### src/hdl/assert_macros.svh
// Assertion macros for the RTL of the collision resolver.
// Needs nothing else; included by the files that carry assertions.
`ifndef ASSERT_MACROS_SVH
`define ASSERT_MACROS_SVH

// Consequent must hold in the same cycle as the antecedent.
`define DCR_ASSERT_NOW(label, clk, rst, ante, cons, msg) \
  label: assert property (@(posedge clk) disable iff (rst) (ante) |-> (cons)) else $error(msg);

// Consequent must hold in the cycle after the antecedent.
`define DCR_ASSERT_NEXT(label, clk, rst, ante, cons, msg) \
  label: assert property (@(posedge clk) disable iff (rst) (ante) |=> (cons)) else $error(msg);

`endif

### src/hdl/dcr_mul.sv
// Pipelined signed multiplier: sign-magnitude, two half-width partial
// products, three register stages. No dependencies.
`timescale 1ns / 1ps
`default_nettype none

module dcr_mul #(
  parameter int WA = 32,
  parameter int WB = 32
) (
  input  logic                    clk,
  input  logic                    en,
  input  logic signed [WA-1:0]    a,
  input  logic signed [WB-1:0]    b,
  output logic signed [WA+WB-1:0] prod
);
  localparam int HA = WA / 2;
  localparam int PW = WA + WB;

  logic [WA-1:0]         mag_a;
  logic [WB-1:0]         mag_b;
  logic                  neg1;
  logic                  neg2;
  logic [HA+WB-1:0]      pp_lo;
  logic [WA-HA+WB-1:0]   pp_hi;
  logic [PW-1:0]         sum;

  assign sum = PW'(pp_lo) + (PW'(pp_hi) << HA);

  always_ff @(posedge clk) begin
    if (en) begin
      mag_a <= a[WA-1] ? WA'(-a) : WA'(a);
      mag_b <= b[WB-1] ? WB'(-b) : WB'(b);
      neg1  <= a[WA-1] ^ b[WB-1];
      pp_lo <= mag_a[HA-1:0] * mag_b;
      pp_hi <= mag_a[WA-1:HA] * mag_b;
      neg2  <= neg1;
      prod  <= neg2 ? $signed(PW'(-sum)) : $signed(sum);
    end
  end
endmodule

`default_nettype wire

### config.mk
export PLATFORM = sky130hd
export DESIGN_NAME = dcr_mul
export DESIGN_NICKNAME = d
export VERILOG_FILES = /design/src/hdl/assert_macros.svh /design/src/hdl/dcr_mul.sv
export SDC_FILE = /design/constraint.sdc
export NUM_CORES = 2
export LEC_CHECK = 0
export BUFFER_PORTS_ARGS = -buffer_cell sky130_fd_sc_hd__buf_2
export CAP_MARGIN = 30
export CELL_PAD_IN_SITES_DETAIL_PLACEMENT = 2
export CELL_PAD_IN_SITES_GLOBAL_PLACEMENT = 2
export CORE_AREA = 8 8 320 322
export CTS_CLUSTER_SIZE = 10
export DETAILED_ROUTE_END_ITERATION = 16
export DIE_AREA = 0 0 328 330
export MAX_ROUTING_LAYER = met4
export PLACE_DENSITY = 0.91
export SYNTH_ARGS = -nofsm -noshare
export SYNTH_HDL_FRONTEND = slang
export SYNTH_SLANG_ARGS = --single-unit
### constraint.sdc
create_clock -name clk -period 16.1 [get_ports clk]
set_clock_uncertainty 0.2 [all_clocks]
set_input_delay 1.61 -clock clk [delete_from_list [all_inputs] [get_ports clk]]
set_output_delay 1.61 -clock clk [all_outputs]
set_load 0.01 [all_outputs]
==> flow_summary.yaml <==
status:
  outcome: "complete, no violations"
sta:
  setup_violations: 0
  tns_ns: 0
  hold_viol: 0
  max_slew_margin_pct: 28.93
  fmax_mhz: 115.2
  min_period_ns: 8.682
  drv_slew: 0
  rsz0062_at_grt: "no"
  worst_slew_pin_slew_ns: 1.066
  period_share_pct: 53.93
clocking:
  clk_pin_slew_ns: 0.08
  worstSkewPairLatency_ns: 0.67
  cts_setup_buffers: 0
  ctsRootBufferMaster: "clkbuf_16"
  clkSinkCount: 226
  cts_max_level: 1
  clock_path_buffers: 3
  cts_tree: "yes"
  cts_hold_buf: 0
  cts_buffers: 31
  ctsResizeCount: 0
critical_path:
  crit_buf_inv: 4
  worstSetupPathType: "flop to flop"
  path_delay_family: "adder cells"
  reg2reg_from: "mag_b[8]"
  r2r-end: "pp_lo[44]"
  cpMaxStageDelayCell: "edfxtp_1"
  r2r_setup_slack_ns: 7.42
  cp_cell_sequence: "buf_4, nand2_1, fa_1, inv_1, fa_1, fa_1, fa_1, fa_1, inv_1, fa_1, inv_1, ha_1, o21ai_0, a21oi_1, a221oi_1, nand2_1, o211ai_1, nand2_1, o21a_1, or2_2, a311oi_1, xnor2_1"
  path_common_cell: "fa_1"
  required_ns: 16.30
  rr_worst_depth: 22
  crit_path_max_fanout: 17
  slowest_delay_ns: 0.91
  crit_path_end_kind: "flop"
  arrival_ns: 8.88
  start_kind: "flop"
layout:
  n_fill_cell: 10250
  drive_gt1_share_pct: 5.917
  nNetsFinal: 5928
  final-seq-area_um2: 6787
  syn2layout_area_growth_pct: 6.384
  multi_input_area_um2: 33140
floorplan:
  dieArea_um2: 108200
  die_w_um: 328
  initial_core_util_pct: 45.43
  die_h_um: 330
  num_io_pins: 130
  coreArea_um2: 97410
  rows: 115
logic_synthesis:
  synth.area.top_cells: "fa_1 (38%), edfxtp_1 (15%), ha_1 (7.8%)"
  yosysUniqueCellTypes: 85
  synth-edff-count: 226
  ys_warn_count: 0
  synth_top_area_share_pct: 37.86
  syn_inst: 4753
  ys_seq_elements: 226
  synth_top_area_cell: "fa_1"
  async_flop_share_pct: 0
  syn-cell-area_um2: 44250
  synth_nets: 5931
  yosysSeqAreaShare_pct: 15.34
  ys_dominant_reg_cell: "edfxtp_1"
  avgSynthCellArea_um2: 9.311
worst_hold_path:
  hold_path_class: "flop to flop"
  min-delay-start: "neg1"
  holdPathStages: 0
  hold_end: "neg2"
placement:
  dpl.hpwl_um: 145200
  io_buffers: 129
  gp_congestion: 0.8818
drt:
  firstDrtPassIters: 5
  avgViaCountPerCell: 6.430
  ant_nets: 0
  drt-initial-drc-count: 3856
  routed_wl_um: 217500
  drc: 0
  routedWlPerCell_um: 35.89
  vias: 38970
global_route:
  grt_overflow_total: 0
  grt_max_degree: 117
  antenna_found_initial: 5
  grt_pass1_wl_um: 320200
  first_global_vias: 46270
  gr-usage-all-layers_pct: 41.23
job:
  cap_violations: 0
per-stage QoR:
stage	worst slack (ns)	hold slack (ns)	cells	cell area [um2]	util, %
3_5_place_dp	7.992	0.2408	6004	46160	47.39
3_3_place_gp	8.716	0.2110	6004	46160	47.39
4_1_cts	7.606	0.2509	6053	47060	48.31
2_1_floorplan	9.621	0.2003	4753	44250	-
5_1_grt	7.371	0.2707	6058	47080	48.33
6_report	7.418	0.2638	6060	47080	48.33
final cells by class:
cell class	instances	share of cell area (%)
multi-input combinational	3380	70.40
timing repair buffer	203	2.573
clock inverter	11	0.2126
sequential	226	14.41
antenna	7	0.03721
inverter	908	7.239
clock buffer	38	1.704
tap	1287	3.420
logic make-up after synthesis:
kind of cell | after synthesis | share of synthesized area, %
simple gates | 1506 | 16.76
buf+inv | 1147 | 9.771
fa+ha+maj | 1112 | 45.64
compound gates | 519 | 7.670
xor+xnor | 238 | 4.710
flops | 226 | 15.34
mux | 5 | 0.1187
Yosys cell counts, types with 6 or more instances:
master,instances
inv_1,908
o21ai_1,6
a31oi_1,11
ha_1,275
clkbuf_1,225
nor2_1,91
o21ai_0,122
nor4_1,18
nand4_1,28
buf_2,10
nor3_1,31
nand2_1,732
a21oi_1,129
o31ai_1,42
o2111ai_1,7
or4_1,12
or2_2,11
fa_1,837
xor2_1,44
edfxtp_1,226
xnor2_1,194
or3_1,19
and2_1,436
o21bai_1,9
a21o_1,58
a211oi_1,13
o41ai_1,10
o211ai_1,22
nand2b_1,26
nor2b_1,10
nand3_1,38
and3_1,18
o21a_1,26
sequential cells by signal (all words and copies together), names as in the netlist:
name   flops
prod      64
mag_b     32
neg2       1
pp_lo     48
mag_a     32
neg1       1
pp_hi     48
metal layers:
layer,share of wire (%),global-route usage (%)
met5,0,-
met4,10,32.75
met3,9.1,9.998
met2,48,66.74
met1,33,43.06
how the worst max path moves through the flow:
stage	startpoint	to	slack, ns	cells after the start
after CTS	mag_b[8]	pp_lo[44]	7.61	22
after global routing	mag_b[8]	pp_lo[44]	7.37	22
final	mag_b[8]	pp_lo[44]	7.42	22
after floorplan	mag_a[1]	pp_lo[44]	9.62	22
after detailed placement	mag_b[8]	pp_lo[45]	7.99	22
after global placement	mag_b[8]	pp_lo[44]	8.72	22
layout by cell type, fill, tap and decap left out, types with 10 or more instances in the layout:
| cell type | Yosys | final |
|---|---|---|
| inv_1 | 908 | 908 |
| fa_1 | 837 | 837 |
| nand2_1 | 732 | 732 |
| and2_1 | 436 | 436 |
| ha_1 | 275 | 275 |
| edfxtp_1 | 226 | 226 |
| xnor2_1 | 194 | 194 |
| a21oi_1 | 129 | 129 |
| buf_2 | 10 | 128 |
| o21ai_0 | 122 | 122 |
| nor2_1 | 91 | 91 |
| buf_4 | 1 | 74 |
| a21o_1 | 58 | 58 |
| xor2_1 | 44 | 44 |
| o31ai_1 | 42 | 42 |
| nand3_1 | 38 | 38 |
| nor3_1 | 31 | 31 |
| clkbuf_16 | 0 | 31 |
| nand4_1 | 28 | 28 |
| o21a_1 | 26 | 26 |
| nand2b_1 | 26 | 26 |
| o211ai_1 | 22 | 22 |
| or3_1 | 19 | 19 |
| and3_1 | 18 | 18 |
| nor4_1 | 18 | 18 |
| a211oi_1 | 13 | 13 |
| or4_1 | 12 | 12 |
| a31oi_1 | 11 | 11 |
| or2_2 | 11 | 11 |
| nor2b_1 | 10 | 10 |
| o41ai_1 | 10 | 10 |
Power is not shown: default switching activity piles up to over one toggle a cycle in this logic, so the estimate is an artifact.
